[src/itcf_pkg.sv]
// Shared types, constants and lookup functions of the IMU tilt filter.
// No dependencies; every other file but itcf_ifs imports this package.
package itcf_pkg;

	localparam int DVD_W     = 48;  // divider dividend and quotient width
	localparam int DVS_W     = 18;  // divider divisor width
	localparam int XW        = 28;  // CORDIC x/y width
	localparam int STW       = 36;  // gyro angle step width
	localparam int SW        = 5;   // controller step counter width
	localparam int SQRT_STEPS = 24; // one result bit per step, two radicand bits per step over 48 bits

	localparam logic [2:0] REG_GYRO_RANGE   = 3'd0;
	localparam logic [2:0] REG_ACCEL_RANGE  = 3'd1;
	localparam logic [2:0] REG_UP_AXIS      = 3'd2;
	localparam logic [2:0] REG_CALIB_COUNT  = 3'd3;
	localparam logic [2:0] REG_BLEND_WEIGHT = 3'd4;

	localparam logic [1:0]  RST_GYRO_RANGE   = 2'd0;
	localparam logic [1:0]  RST_ACCEL_RANGE  = 2'd2;
	localparam logic [1:0]  RST_UP_AXIS      = 2'd3;
	localparam logic [10:0] RST_CALIB_COUNT  = 11'd200;
	localparam logic [16:0] RST_BLEND_WEIGHT = 17'd58982;

	localparam logic [1:0] UP_NONE = 2'd0;

	typedef enum logic [4:0] {
		OP_NONE, OP_LOAD, OP_ACCUM, OP_CDIV_ST, OP_CDIV_END, OP_UPG, OP_CORR,
		OP_SQ0, OP_SQ1, OP_SQRT, OP_CORI, OP_CORDIC, OP_TEND, OP_GMUL,
		OP_GDIV_ST, OP_GDIV_END, OP_BL0, OP_BL1, OP_BL2, OP_BL3, OP_ZINT, OP_OUT
	} op_t;

	typedef struct packed {
		op_t           op;
		logic [2:0]    idx;
		logic [SW-1:0] step;
	} cmd_t;

	typedef struct packed {
		logic calib;
		logic calib_last;
		logic div_done;
	} sts_t;

	typedef struct packed {
		logic [1:0]  gyro_range;
		logic [1:0]  accel_range;
		logic [1:0]  up_axis;
		logic [10:0] calib_count;
		logic [16:0] blend_weight;
	} cfg_t;

	typedef struct packed {
		logic signed [15:0] acc_x;
		logic signed [15:0] acc_y;
		logic signed [15:0] acc_z;
		logic signed [15:0] rate_x;
		logic signed [15:0] rate_y;
		logic signed [15:0] rate_z;
		logic [15:0]        elapsed_ms;
	} sample_t;

	typedef struct packed {
		logic signed [31:0] angle_x;
		logic signed [31:0] angle_y;
		logic signed [31:0] angle_z;
	} res_t;

	// atan(2^-i) in Q16 degrees
	function automatic logic signed [31:0] atan_q16(input logic [4:0] i);
		logic signed [31:0] r;
		unique case (i)
			5'd0:  r = 32'sd2949120;
			5'd1:  r = 32'sd1740967;
			5'd2:  r = 32'sd919879;
			5'd3:  r = 32'sd466945;
			5'd4:  r = 32'sd234379;
			5'd5:  r = 32'sd117304;
			5'd6:  r = 32'sd58666;
			5'd7:  r = 32'sd29335;
			5'd8:  r = 32'sd14668;
			5'd9:  r = 32'sd7334;
			5'd10: r = 32'sd3667;
			5'd11: r = 32'sd1833;
			5'd12: r = 32'sd917;
			5'd13: r = 32'sd458;
			5'd14: r = 32'sd229;
			5'd15: r = 32'sd115;
			5'd16: r = 32'sd57;
			5'd17: r = 32'sd29;
			5'd18: r = 32'sd14;
			5'd19: r = 32'sd7;
			5'd20: r = 32'sd4;
			5'd21: r = 32'sd2;
			5'd22: r = 32'sd1;
			default: r = 32'sd0;
		endcase
		return r;
	endfunction

	// gyro LSB per deg/s in tenths, times 100
	function automatic logic [DVS_W-1:0] gyro_den(input logic [1:0] rng);
		logic [DVS_W-1:0] r;
		unique case (rng)
			2'd0: r = 18'd131000;
			2'd1: r = 18'd65500;
			2'd2: r = 18'd32800;
			2'd3: r = 18'd16400;
		endcase
		return r;
	endfunction

	function automatic logic [15:0] one_g(input logic [1:0] rng);
		return 16'd16384 >> rng;
	endfunction

	function automatic logic signed [31:0] sat32(input logic signed [55:0] v);
		logic signed [31:0] r;
		if (v > 56'sh0000_0000_7FFF_FFFF) begin
			r = 32'sh7FFF_FFFF;
		end else if (v < -56'sh0000_0000_8000_0000) begin
			r = 32'sh8000_0000;
		end else begin
			r = v[31:0];
		end
		return r;
	endfunction

endpackage

[src/itcf_ctrl.sv]
// Controller: sequences calibration, tilt, gyro and blend steps per item.
// Depends on itcf_pkg; drives itcf_dp through cmd_t and reads sts_t.
module itcf_ctrl #(
	parameter int CORDIC_STEPS = 16
) (
	input  logic           clk,
	input  logic           arst_n,
	input  logic           in_valid,
	input  logic           out_ready,
	input  itcf_pkg::sts_t sts,
	output itcf_pkg::cmd_t cmd,
	output logic           in_ready,
	output logic           out_valid
);
	import itcf_pkg::*;

	typedef enum logic [19:0] {
		S_IDLE    = 20'h00001,
		S_BRANCH  = 20'h00002,
		S_CDIV_ST = 20'h00004,
		S_CDIV_WT = 20'h00008,
		S_UPG     = 20'h00010,
		S_SQ0     = 20'h00020,
		S_SQ1     = 20'h00040,
		S_SQRT    = 20'h00080,
		S_CORI    = 20'h00100,
		S_COR     = 20'h00200,
		S_TEND    = 20'h00400,
		S_GMUL    = 20'h00800,
		S_GST     = 20'h01000,
		S_GWT     = 20'h02000,
		S_BL0     = 20'h04000,
		S_BL1     = 20'h08000,
		S_BL2     = 20'h10000,
		S_BL3     = 20'h20000,
		S_ZINT    = 20'h40000,
		S_OUT     = 20'h80000
	} state_t;

	state_t        state_q, state_d;
	logic [SW-1:0] cnt_q, cnt_d;
	logic [2:0]    idx_q, idx_d;
	logic          outv_q, in_fire, out_free;

	assign in_ready = (state_q == S_IDLE);
	assign in_fire  = in_valid && in_ready;
	assign out_free = !outv_q || out_ready;

	always_comb begin
		state_d  = state_q;
		cnt_d    = cnt_q;
		idx_d    = idx_q;
		cmd.op   = OP_NONE;
		cmd.idx  = idx_q;
		cmd.step = cnt_q;
		unique case (state_q)
			S_IDLE: begin
				if (in_fire) begin
					cmd.op  = OP_LOAD;
					state_d = S_BRANCH;
				end
			end
			S_BRANCH: begin
				idx_d = '0;
				cnt_d = '0;
				if (sts.calib) begin
					cmd.op  = OP_ACCUM;
					state_d = sts.calib_last ? S_CDIV_ST : S_IDLE;
				end else begin
					cmd.op  = OP_CORR;
					state_d = S_SQ0;
				end
			end
			S_CDIV_ST: begin
				cmd.op  = OP_CDIV_ST;
				state_d = S_CDIV_WT;
			end
			S_CDIV_WT: begin
				if (sts.div_done) begin
					cmd.op = OP_CDIV_END;
					if (idx_q == 3'd5) begin
						state_d = S_UPG;
					end else begin
						idx_d   = idx_q + 3'd1;
						state_d = S_CDIV_ST;
					end
				end
			end
			S_UPG: begin
				cmd.op  = OP_UPG;
				state_d = S_IDLE;
			end
			S_SQ0: begin
				cmd.op  = OP_SQ0;
				state_d = S_SQ1;
			end
			S_SQ1: begin
				cmd.op  = OP_SQ1;
				cnt_d   = '0;
				state_d = S_SQRT;
			end
			S_SQRT: begin
				cmd.op = OP_SQRT;
				cnt_d  = cnt_q + 1'b1;
				if (cnt_q == SW'(SQRT_STEPS - 1)) begin
					state_d = S_CORI;
				end
			end
			S_CORI: begin
				cmd.op  = OP_CORI;
				cnt_d   = '0;
				state_d = S_COR;
			end
			S_COR: begin
				cmd.op = OP_CORDIC;
				cnt_d  = cnt_q + 1'b1;
				if (cnt_q == SW'(CORDIC_STEPS - 1)) begin
					state_d = S_TEND;
				end
			end
			S_TEND: begin
				cmd.op = OP_TEND;
				if (idx_q == 3'd0) begin
					idx_d   = 3'd1;
					state_d = S_SQ0;
				end else begin
					idx_d   = 3'd0;
					state_d = S_GMUL;
				end
			end
			S_GMUL: begin
				cmd.op  = OP_GMUL;
				state_d = S_GST;
			end
			S_GST: begin
				cmd.op  = OP_GDIV_ST;
				state_d = S_GWT;
			end
			S_GWT: begin
				if (sts.div_done) begin
					cmd.op = OP_GDIV_END;
					if (idx_q == 3'd2) begin
						idx_d   = 3'd0;
						state_d = S_BL0;
					end else begin
						idx_d   = idx_q + 3'd1;
						state_d = S_GMUL;
					end
				end
			end
			S_BL0: begin
				cmd.op  = OP_BL0;
				state_d = S_BL1;
			end
			S_BL1: begin
				cmd.op  = OP_BL1;
				state_d = S_BL2;
			end
			S_BL2: begin
				cmd.op  = OP_BL2;
				state_d = S_BL3;
			end
			S_BL3: begin
				cmd.op = OP_BL3;
				if (idx_q == 3'd1) begin
					state_d = S_ZINT;
				end else begin
					idx_d   = 3'd1;
					state_d = S_BL0;
				end
			end
			S_ZINT: begin
				cmd.op  = OP_ZINT;
				state_d = S_OUT;
			end
			S_OUT: begin
				// hold until the output register is free
				if (out_free) begin
					cmd.op  = OP_OUT;
					state_d = S_IDLE;
				end
			end
			default: state_d = S_IDLE;
		endcase
	end

	always_ff @(posedge clk or negedge arst_n) begin
		if (!arst_n) begin
			state_q <= S_IDLE;
			cnt_q   <= '0;
			idx_q   <= '0;
			outv_q  <= 1'b0;
		end else begin
			state_q <= state_d;
			cnt_q   <= cnt_d;
			idx_q   <= idx_d;
			if (cmd.op == OP_OUT) begin
				outv_q <= 1'b1;
			end else if (out_ready) begin
				outv_q <= 1'b0;
			end
		end
	end

	assign out_valid = outv_q;

	a_div_wait: assert property (@(posedge clk) disable iff (!arst_n)
		sts.div_done |-> (state_q == S_CDIV_WT || state_q == S_GWT))
		else $error("divider finished outside a wait state");

	a_out_free: assert property (@(posedge clk) disable iff (!arst_n)
		cmd.op == OP_OUT |-> out_free)
		else $error("result overwritten before it was taken");

	a_fire_branch: assert property (@(posedge clk) disable iff (!arst_n)
		in_fire |=> state_q == S_BRANCH)
		else $error("accepted item not dispatched");

	a_out_set: assert property (@(posedge clk) disable iff (!arst_n)
		cmd.op == OP_OUT |=> outv_q)
		else $error("result valid not raised");

endmodule

[config.mk]
export PLATFORM = sky130hd
export DESIGN_NAME = itcf_ctrl
export DESIGN_NICKNAME = d
export VERILOG_FILES = /design/src/itcf_pkg.sv /design/src/itcf_ctrl.sv
export SDC_FILE = /design/constraint.sdc
export NUM_CORES = 1
export LEC_CHECK = 0
export BUFFER_PORTS_ARGS = -buffer_cell sky130_fd_sc_hd__buf_2
export CAP_MARGIN = 20
export CELL_PAD_IN_SITES_DETAIL_PLACEMENT = 1
export CELL_PAD_IN_SITES_GLOBAL_PLACEMENT = 1
export CORE_ASPECT_RATIO = 1.4
export CORE_MARGIN = 10
export CORE_UTILIZATION = 48
export DETAILED_ROUTE_END_ITERATION = 6
export PLACE_DENSITY = 0.82
export SLEW_MARGIN = 20
export SYNTH_ARGS = -nofsm -noshare
export SYNTH_HDL_FRONTEND = slang
export SYNTH_SLANG_ARGS = --single-unit
[constraint.sdc]
create_clock -name clk -period 5.4 [get_ports clk]
set_input_delay 0.27 -clock clk [delete_from_list [all_inputs] [get_ports clk]]
set_output_delay 0.27 -clock clk [all_outputs]
set_load 0.01 [all_outputs]
==> impl_metrics.env, run 1 <==
export IMPL_wl_per_cell_um=21.8
export IMPL_initial_core_util_pct=49.8
export IMPL_via_per_inst=6.70
export IMPL_cts_sinks=29
export IMPL_ctsHoldBuffers=0
export IMPL_yosysMostFrequentCell="dfrtp_1"
export IMPL_layout_setup_ws_ps=2090
export IMPL_skew_ps=6.29
export IMPL_grt_most_used_layer="met2"
export IMPL_ys_seq_area_share_pct=37.0
export IMPL_tightest_slew_ps=768
export IMPL_synth_cell_types=51
export IMPL_met3_usage_pct=3.91
export IMPL_synth_enable_flop_cells=0
export IMPL_synth_net_count=230
export IMPL_post_cts_setup_buffers=0
export IMPL_cts_root_buf="clkbuf_8"
export IMPL_async_flop_share_pct=100
export IMPL_antenna_left=0
export IMPL_timing_fmax_mhz=302
export IMPL_final_nets=254
export IMPL_cts_tree="done"
export IMPL_portBuffers=21
export IMPL_via_count=1909
export IMPL_grt_pass1_vias=1974
export IMPL_cp_num_buf_inv=1
export IMPL_clockBufferDepth=2
export IMPL_arrival_ps=3040
export IMPL_areaGrowthSynthToFinish_pct=13.2
export IMPL_max_slew_margin_pct=48.4
export IMPL_clkLatencyLatePin_ps=290
export IMPL_setup_violations_final=0
export IMPL_antenna_cells=0
export IMPL_h_tree_depth=2
export IMPL_ctsResizeCount=0
export IMPL_drive_above_1_share_pct=18.6
export IMPL_path_cells="nor4_1 > nand4_1 > nor4_1 > a21oi_1 > o311a_1 > o2111ai_1 > buf_2"
export IMPL_cp_top_family="simple AND/OR/NAND/NOR gates"
export IMPL_drcViolationCount=0
export IMPL_dp_cells=277
export IMPL_dp_slack_ps=2510
export IMPL_synth_area_leaders="dfrtp_1 (36%), nor2_1 (4.6%), nor4_2 (4.5%)"
export IMPL_hpwl_um=4790
export IMPL_clk_pin_slew_worst_paths_ps=70
export IMPL_syn_inst=217
export IMPL_use_met2_pct=30.1
export IMPL_grt_pass1_wl_um=9960
export IMPL_place_congestion=0.923
export IMPL_avgSynthCellArea_sq_um=9.06
export IMPL_die_y_um=95.7
export IMPL_drv_slew=0
export IMPL_yosys_top_cells_count="dfrtp_1 (28), nor2_1 (24), nand2_1 (13)"
export IMPL_power_leakage_nw=1.01
export IMPL_peakVddDrop_mv=0.323
export IMPL_reg2reg_slack_ps=2420
export IMPL_core_sq_um=3950
export IMPL_crit_fanout=8
export IMPL_synth_main_ff_cell="dfrtp_1"
export IMPL_finalHoldViolations=0
export IMPL_cellPowerDensity_nw_per_um2=342
export IMPL_synth_top_area_share_pct=35.6
export IMPL_wl_um=6210
export IMPL_cp_slowest_stage_delay_ps=600
export IMPL_required_ps=5130
export IMPL_finalCritPeriodShare_pct=61.3
export IMPL_cap_violations=0
export IMPL_grt_util_met1_pct=20.8
export IMPL_die_area_sq_um=7090
export IMPL_yosys_area_top_type="dfrtp_1"
export IMPL_slowest_stage="nor4_1"
export IMPL_yosys_warnings=0
export IMPL_antenna_found_initial=0
export IMPL_power_w=0.000762
export IMPL_cp_common_cell="nor4_1"
export IMPL_final_cells=285
export IMPL_hold_path_class="primary input to asynchronous set/reset pin"
export IMPL_layout_min_cycle_time_ps=3310
export IMPL_syn_area_sq_um=1970
export IMPL_die_x_um=74.1
export IMPL_critPathLaunchType="flip-flop"
export IMPL_ys_seq_elements=29
export IMPL_grt_start_max_net_pins=30
export IMPL_setup_worst_path_class="flip-flop to output pin"
export IMPL_rows=27
export IMPL_status="complete, no violations"
export IMPL_drt_iter0_markers=148
export IMPL_crit_path_end_kind="output pin"
export IMPL_rsz0062_at_grt="no"
export IMPL_final_util_pct=56.3
export IMPL_num_io_pins=22
export IMPL_first_pass_iters=4
export IMPL_setup_tns_final_ps=0
export IMPL_overflow=0
export IMPL_grt_use_total_pct=18.0
export IMPL_cts_buffers=5
==> cells by family (layout without fill, tap and decap cells) <==
family	after synthesis	in the layout	share of synthesized area, %
buffers and inverters	11	36	2.10
AOI/OAI and AO/OA	38	38	13.6
DFF	29	29	37.0
and+or+nand+nor	124	124	39.1
xor gates and xnor gates	5	5	2.23
adders and majority gates	6	6	3.82
muxes	4	4	2.16
==> per-stage QoR <==
step | instance area [sq um] | hold WS, ps
floorplan | 1970 | -25.6
global placement | 2110 | 335
detailed placement | 2110 | 352
CTS | 2230 | 45.9
global route | 2230 | 58.6
finish | 2230 | 13.9
==> cell usage in the layout (no fill, tap or decap), types with 2 or more instances in the layout <==
cell type  netlist  final
a21oi_1         11     11
a32oi_1          2      2
and2_1           3      3
and3_1           2      2
and4b_1          4      4
buf_2            0     21
clkbuf_8         0      6
dfrtp_1         28     28
ha_1             6      6
inv_1            7      7
mux2_2           2      2
mux2i_1          2      2
nand2_1         13     13
nand2b_1        10     10
nand3_1          8      8
nand4_1          9      9
nand4b_1         5      5
nor2_1          24     24
nor2b_1          7      7
nor3_1           9      9
nor4_1           7      7
nor4_2           7      7
o21ai_0          4      4
o21ai_1          4      4
or3_1            5      5
or4_1            4      4
or4_4            2      2
xor2_1           4      4
==> power breakdown <==
part | switching [W] | internal (W) | total [W]
Clock | 0.0000913 | 0.000150 | 0.000242
Sequential | 0.0000244 | 0.000233 | 0.000258
Combinational | 0.000168 | 0.0000943 | 0.000263
Total | 0.000284 | 0.000478 | 0.000762
==> sequential cells by signal, indices dropped and copies added, names as in the netlist <==
name       flops
out_valid      1
cnt_q          5
idx_q          3
state_q       20
==> metal layers <==
layer	vias to the layer above	routed length (um)
met2	58	3220
met3	13	355
li1	879	-
met5	-	0
met1	959	2490
met4	0	143
==> final cells by class <==
type / count / area (sq um)
multi-input cells: 177 / 1200
flip-flops and latches: 29 / 727
clock inverters: 1 / 30.0
well taps: 43 / 53.8
clock buffers: 7 / 86.3
repair buffers: 21 / 105
fillers: 464 / 1730
inverters: 7 / 26.3
==> final timing paths <==
check                              endpoint  depth (start not counted)  startpoint
max in group asynchronous        state_q[1]                          1      arst_n
worst min register to register     cnt_q[2]                          1    cnt_q[2]
worst max register to register     idx_q[0]                          6  state_q[6]
worst min-delay path            state_q[11]                          1      arst_n
min in group clk                 state_q[2]                          3      sts[1]
worst max-delay path                cmd[10]                          7  state_q[6]
(Power assumes the default switching activity.)
==> inputs of run 2 (changes only) <==
CORE_UTILIZATION = 40   (was 48)
PLACE_DENSITY = 0.73   (was 0.82)
clock period = 2.7 ns   (was 5.4 ns; I/O delays follow)
==> run 2 against run 1 <==
Die area increased by 15%. Global-route usage down 1.8 points. Core utilization fell by 5.2 points. First-iteration DRC count fell by 34%. Sequential power rose by 100%. Via count grew 1.4%. Cell area up 10%. Clock skew up 2.6 ps. Largest cell class unchanged.
==> impl_metrics.env, run 2 (synthesized netlist as in run 1, its figures left out) <==
export IMPL_p_int_w=0.000987
export IMPL_grt_use_total_pct=16.2
export IMPL_r2r_end="idx_q[0]"
export IMPL_die_y_um=103
export IMPL_critPathLaunchType="flip-flop"
export IMPL_pwr_share_comb_pct=41.8
export IMPL_die_x_um=79.3
export IMPL_reg2reg_slack_ps=120
export IMPL_grt_pass1_wl_um=10300
export IMPL_cts_root_buf="clkbuf_8"
export IMPL_via_per_inst=5.90
export IMPL_rows=30
export IMPL_core_sq_um=4800
export IMPL_layout_min_cycle_time_ps=2600
export IMPL_peakVddDrop_mv=0.321
export IMPL_required_ps=2570
export IMPL_grt_util_met1_pct=17.5
export IMPL_p_switching_w=0.000614
export IMPL_cellPowerDensity_nw_per_um2=651
export IMPL_cap_violations=0
export IMPL_arrival_ps=2460
export IMPL_first_pass_iters=4
export IMPL_largest_reg_flops=20
export IMPL_placed_area_sq_um=2260
export IMPL_initial_core_util_pct=40.9
export IMPL_die_area_sq_um=8160
export IMPL_setup_violations_final=0
export IMPL_hold_path_class="primary input to flip-flop"
export IMPL_design_area_sq_um=2460
export IMPL_clkLatencyLatePin_ps=290
export IMPL_met3_usage_pct=3.40
export IMPL_drt_iter0_markers=97
export IMPL_pwr_share_clk_pct=25.9
export IMPL_finalHoldViolations=0
export IMPL_final_common_cell="nor2_1"
export IMPL_final_nets=276
export IMPL_finalCritPeriodShare_pct=96.2
export IMPL_p_sw_share_pct=38.4
export IMPL_hold_path_depth=3
export IMPL_timing_fmax_mhz=385
export IMPL_antenna_cells=0
export IMPL_wl_per_cell_um=19.3
export IMPL_cts_buffers=5
export IMPL_setup_worst_path_class="flip-flop to output pin"
export IMPL_power_leakage_nw=1.11
export IMPL_max_slew_margin_pct=52.6
export IMPL_clockBufferDepth=2
export IMPL_crit_path_end_kind="output pin"
export IMPL_use_met2_pct=30.0
export IMPL_portBuffers=21
export IMPL_layout_common_cells="nor2_1 (24), dfrtp_1 (23), buf_2 (21), buf_4 (21), nand2_1 (13)"
export IMPL_status="complete, no violations"
export IMPL_worstHoldEndpoint="state_q[2]"
export IMPL_crit_fanout=7
export IMPL_num_io_pins=22
export IMPL_dp_slack_ps=167
export IMPL_h_tree_depth=2
export IMPL_setup_tns_final_ps=0
export IMPL_grt_most_used_layer="met2"
export IMPL_wl_um=6340
export IMPL_clk_pin_slew_worst_paths_ps=70
export IMPL_rr_worst_depth=7
export IMPL_via_count=1935
export IMPL_cts_sinks=29
export IMPL_r2r_start="state_q[3]"
export IMPL_antenna_found_initial=0
export IMPL_cts_tree="done"
export IMPL_sequentialPowerShare_pct=32.3
export IMPL_hpwl_um=4940
export IMPL_drcViolationCount=0
export IMPL_skew_ps=8.86
export IMPL_areaGrowthSynthToFinish_pct=25.0
export IMPL_grt_start_max_net_pins=30
export IMPL_overflow=0
export IMPL_layout_setup_ws_ps=103
export IMPL_antenna_left=0
export IMPL_grt_pass1_vias=2018
export IMPL_reg_top3="state_q: 20 flops, cnt_q: 5 flops, idx_q: 3 flops"
export IMPL_drive_above_1_share_pct=29.9
export IMPL_place_congestion=0.871
export IMPL_hp_start="sts[1]"
export IMPL_hold_ws_ps=132
export IMPL_drv_slew=0
export IMPL_tightest_slew_ps=706
export IMPL_largest_register="state_q"
[run 2: cell types whose count changed in the layout (fill, tap and decap cells not counted)]
cell and delta:
dlygate4sd3_1 +1, clkinv_2 +1, clkbuf_1 -1, or4_1 -4, and4b_2 +1, dfrtp_1 -5, buf_4 +21, nor4_1 -2
or4_4 +4, dfrtp_2 +5, and4b_1 -1, clkbuf_8 +1, nor4_4 +2, bufinv_16 -1
[run 2: critical path: stages (launching register included)]
cell and delay, ps:
dfrtp_2 460, or4_4 610, nor4_4 330, and2_1 200, a21oi_1 100, o311a_1 170, o2111ai_1 120, buf_2 170
[run 2: worst max-delay path by stage]
| stage | start | end | slack (ps) | cells after the start |
|---|---|---|---|---|
| detailed placement | state_q[16] | idx_q[0] | 170 | 6 |
| finish | state_q[3] | cmd[10] | 100 | 7 |
| CTS | state_q[16] | cmd[8] | 40 | 7 |
| global placement | state_q[16] | idx_q[0] | 240 | 6 |
| global route | state_q[12] | cmd[9] | -10 | 8 |
| floorplan | state_q[8] | idx_q[0] | 360 | 6 |
[run 2: through the flow]
stage          std cells  total power [W]  util [%]
2_1_floorplan        217         0.000873         -
3_3_place_gp         315          0.00110      47.1
3_5_place_dp         315          0.00110      47.1
4_1_cts              324          0.00153      49.7
5_1_grt              328          0.00168      51.2
6_report             328          0.00160      51.2
[run 2: routing by layer]
metal	vias to the layer above	part of all wire (%)
met2	34	53
met4	0	2.2
li1	921	-
met1	970	41
met3	10	3.7
met5	-	0
[run 2: final cells by class]
cell class | count | area, sq um
inverter | 7 | 26.3
sequential | 29 | 733
timing repair buffer | 43 | 273
tap | 64 | 80.1
fill | 608 | 2350
clock inverter | 1 | 5.00
clock buffer | 7 | 96.3
multi-input combinational | 177 | 1240
[run 2: power groups by stage]
stage          Combinational [W]  Sequential [W]  Clock (W)
2_1_floorplan           0.000376        0.000497          0
3_3_place_gp            0.000576        0.000522          0
3_5_place_dp            0.000581        0.000522          0
4_1_cts                 0.000594        0.000514   0.000417
5_1_grt                 0.000725        0.000522   0.000435
6_report                0.000670        0.000517   0.000414
[run 2: what timing repair did]
action	CTS	global route
gates resized for setup	2	12
setup buffers	0	4
endpoints found under the setup margin	3	4
endpoints found under the hold margin	28	0
hold buffers	1	0
pin swaps	1	6
==> inputs of run 3 (changes only) <==
CORE_UTILIZATION = 42   (was 40)
CTS_BUF_LIST = sky130_fd_sc_hd__clkbuf_8   (was default)
PLACE_DENSITY = 0.76   (was 0.73)
SLEW_MARGIN = default   (was 20)
==> run 3 against run 2 <==
Die area shrank 3.7%. Sequential share of layout area grew 0.29 points. Sequential cell count is the same. Fmax shrank 1.2%. Sequential power grew 2%. Count of clock-buffer cells in the layout shrank 2. Critical path depth shrank 1. Clock power shrank 17%. Non-clock buffer count shrank 5. Hold slack gained 24 ps. Global-route usage grew 0.61 points. Critical endpoint unchanged.
==> impl_metrics.env, run 3 (synthesized netlist as in run 1, its figures left out) <==
export IMPL_drcViolationCount=0
export IMPL_rows=29
export IMPL_die_y_um=101
export IMPL_cellPowerDensity_nw_per_um2=625
export IMPL_path_depth=6
export IMPL_crit_path_end_kind="output pin"
export IMPL_areaGrowthSynthToFinish_pct=23.6
export IMPL_tightest_slew_ps=688
export IMPL_setup_worst_path_class="flip-flop to output pin"
export IMPL_r2r_end="idx_q[0]"
export IMPL_rsz0062_at_grt="yes"
export IMPL_core_sq_um=4540
export IMPL_setup_violations_final=0
export IMPL_layout_common_cells="nor2_1 (24), dfrtp_1 (24), buf_2 (21)"
export IMPL_wl_met2_um=3600
export IMPL_via_count=1969
export IMPL_hp_start="sts[2]"
export IMPL_status="complete, no violations"
export IMPL_cp_slowest_stage_delay_ps=640
export IMPL_layout_min_cycle_time_ps=2630
export IMPL_crit_start="state_q[8]"
export IMPL_place_congestion=0.913
export IMPL_power_w=0.00152
export IMPL_wl_um=6630
export IMPL_clkLatencyLatePin_ps=280
export IMPL_drive_above_1_share_pct=27.0
export IMPL_hpwl_um=4890
export IMPL_cts_sinks=29
export IMPL_drv_slew=0
export IMPL_peakVddDrop_mv=0.446
export IMPL_final_nets=271
export IMPL_cp_top_family="simple AND/OR/NAND/NOR gates"
export IMPL_required_ps=2570
export IMPL_overflow=0
export IMPL_critPathLaunchType="flip-flop"
export IMPL_dr_wl_met3_um=256
export IMPL_grt_pass1_vias=2080
export IMPL_portBuffers=21
export IMPL_reg_top3="state_q: 20 flops, cnt_q: 5 flops, idx_q: 3 flops"
export IMPL_placed_area_sq_um=2240
export IMPL_finalHoldViolations=0
export IMPL_hold_path_class="primary input to flip-flop"
export IMPL_cts_tree="done"
export IMPL_finalCritPeriodShare_pct=97.4
export IMPL_antenna_found_initial=0
export IMPL_antenna_left=0
export IMPL_h_tree_depth=2
export IMPL_clockBufferDepth=2
export IMPL_clk_pin_slew_worst_paths_ps=60
export IMPL_cts_buffers=5
export IMPL_reg2reg_slack_ps=100
export IMPL_final_util_pct=53.6
export IMPL_crit_end="cmd[10]"
export IMPL_die_area_sq_um=7860
export IMPL_skew_ps=4.68
export IMPL_first_pass_iters=4
export IMPL_max_slew_margin_pct=53.8
export IMPL_r2r_start="state_q[8]"
export IMPL_initial_core_util_pct=43.4
export IMPL_power_leakage_nw=1.10
export IMPL_arrival_ps=2490
export IMPL_slowest_stage="or4_4"
export IMPL_largest_reg_flops=20
export IMPL_grt_use_total_pct=16.8
export IMPL_design_area_sq_um=2430
export IMPL_routedLengthMet1_um=2550
export IMPL_timing_fmax_mhz=380
export IMPL_cap_violations=0
export IMPL_num_io_pins=22
export IMPL_die_x_um=77.8
export IMPL_grt_pass1_wl_um=10500
export IMPL_via_per_inst=6.13
export IMPL_cts_root_buf="clkbuf_8"
export IMPL_path_cells="or4_4 > nor4_4 > and4b_2 > a21oi_1 > o2111ai_1 > buf_2"
export IMPL_grt_start_max_net_pins=30
export IMPL_cp_num_buf_inv=1
export IMPL_largest_register="state_q"
export IMPL_crit_fanout=6
export IMPL_rr_worst_depth=6
export IMPL_antenna_cells=0
export IMPL_drt_iter0_markers=100
export IMPL_wl_per_cell_um=20.7
export IMPL_dr_max_layer_used="met4"
export IMPL_nFillCells=543
==> run 3: cell types whose count changed in the layout (fill, tap and decap cells not counted), sizes merged <==
cell | before | now
buf | 42 | 37
inv | 7 | 10
clkbuf | 7 | 5
clkinv | 1 | 0
==> run 3: area by class of cell <==
class | count | area (sq um) | share of cell area [%]
multi-input combinational | 177 | 1280 | 52.5
tap | 62 | 77.6 | 3.19
sequential | 29 | 732 | 30.1
timing repair buffer | 38 | 239 | 9.83
inverter | 7 | 26.3 | 1.08
clock buffer | 5 | 68.8 | 2.83
clock inverter | 3 | 11.3 | 0.463
==> run 3: worst reg2reg max path, cell delays in order (launching register included) <==
cell	delay, ps
dfrtp_1	450
or4_4	640
nor4_4	430
a22oi_2	160
or3b_1	430
and2_1	180
o221a_1	200
==> run 3: how the worst min path moves through the flow <==
stage	end	slack (ps)	cells after the start
finish	state_q[5]	160	2
global route	state_q[5]	150	2
CTS	state_q[5]	160	2
detailed placement	state_q[15]	220	1
global placement	state_q[10]	210	1
floorplan	cnt_q[0]	-160	0
==> run 3: routing by layer <==
layer	track usage [%]	vias up
met5	0	-
met4	7.32	0
met3	3.57	24
met2	30.5	65
met1	18.3	965
li1	-	915
==> run 3: metrics by stage <==
step	hold WS (ps)	cells	setup WS [ps]	setup TNS [ps]
floorplan	-161	217	363	0
global placement	210	310	229	0
detailed placement	217	310	172	0
CTS	159	319	11.9	0
global route	155	321	-57.8	-96.0
finish	156	321	71.4	0
==> run 3: report_power, final <==
| part | switching [W] | internal [W] |
|---|---|---|
| clock network | 0.000171 | 0.000171 |
| registers | 0.0000594 | 0.000467 |
| logic | 0.000381 | 0.000270 |
==> run 3: what timing repair did <==
item	in CTS	in global routing
hold buffers	1	0
endpoints found under the setup margin	2	6
pin swaps	0	2
gates resized for setup	2	15
setup buffers	0	2
hold endpoints to repair	28	0
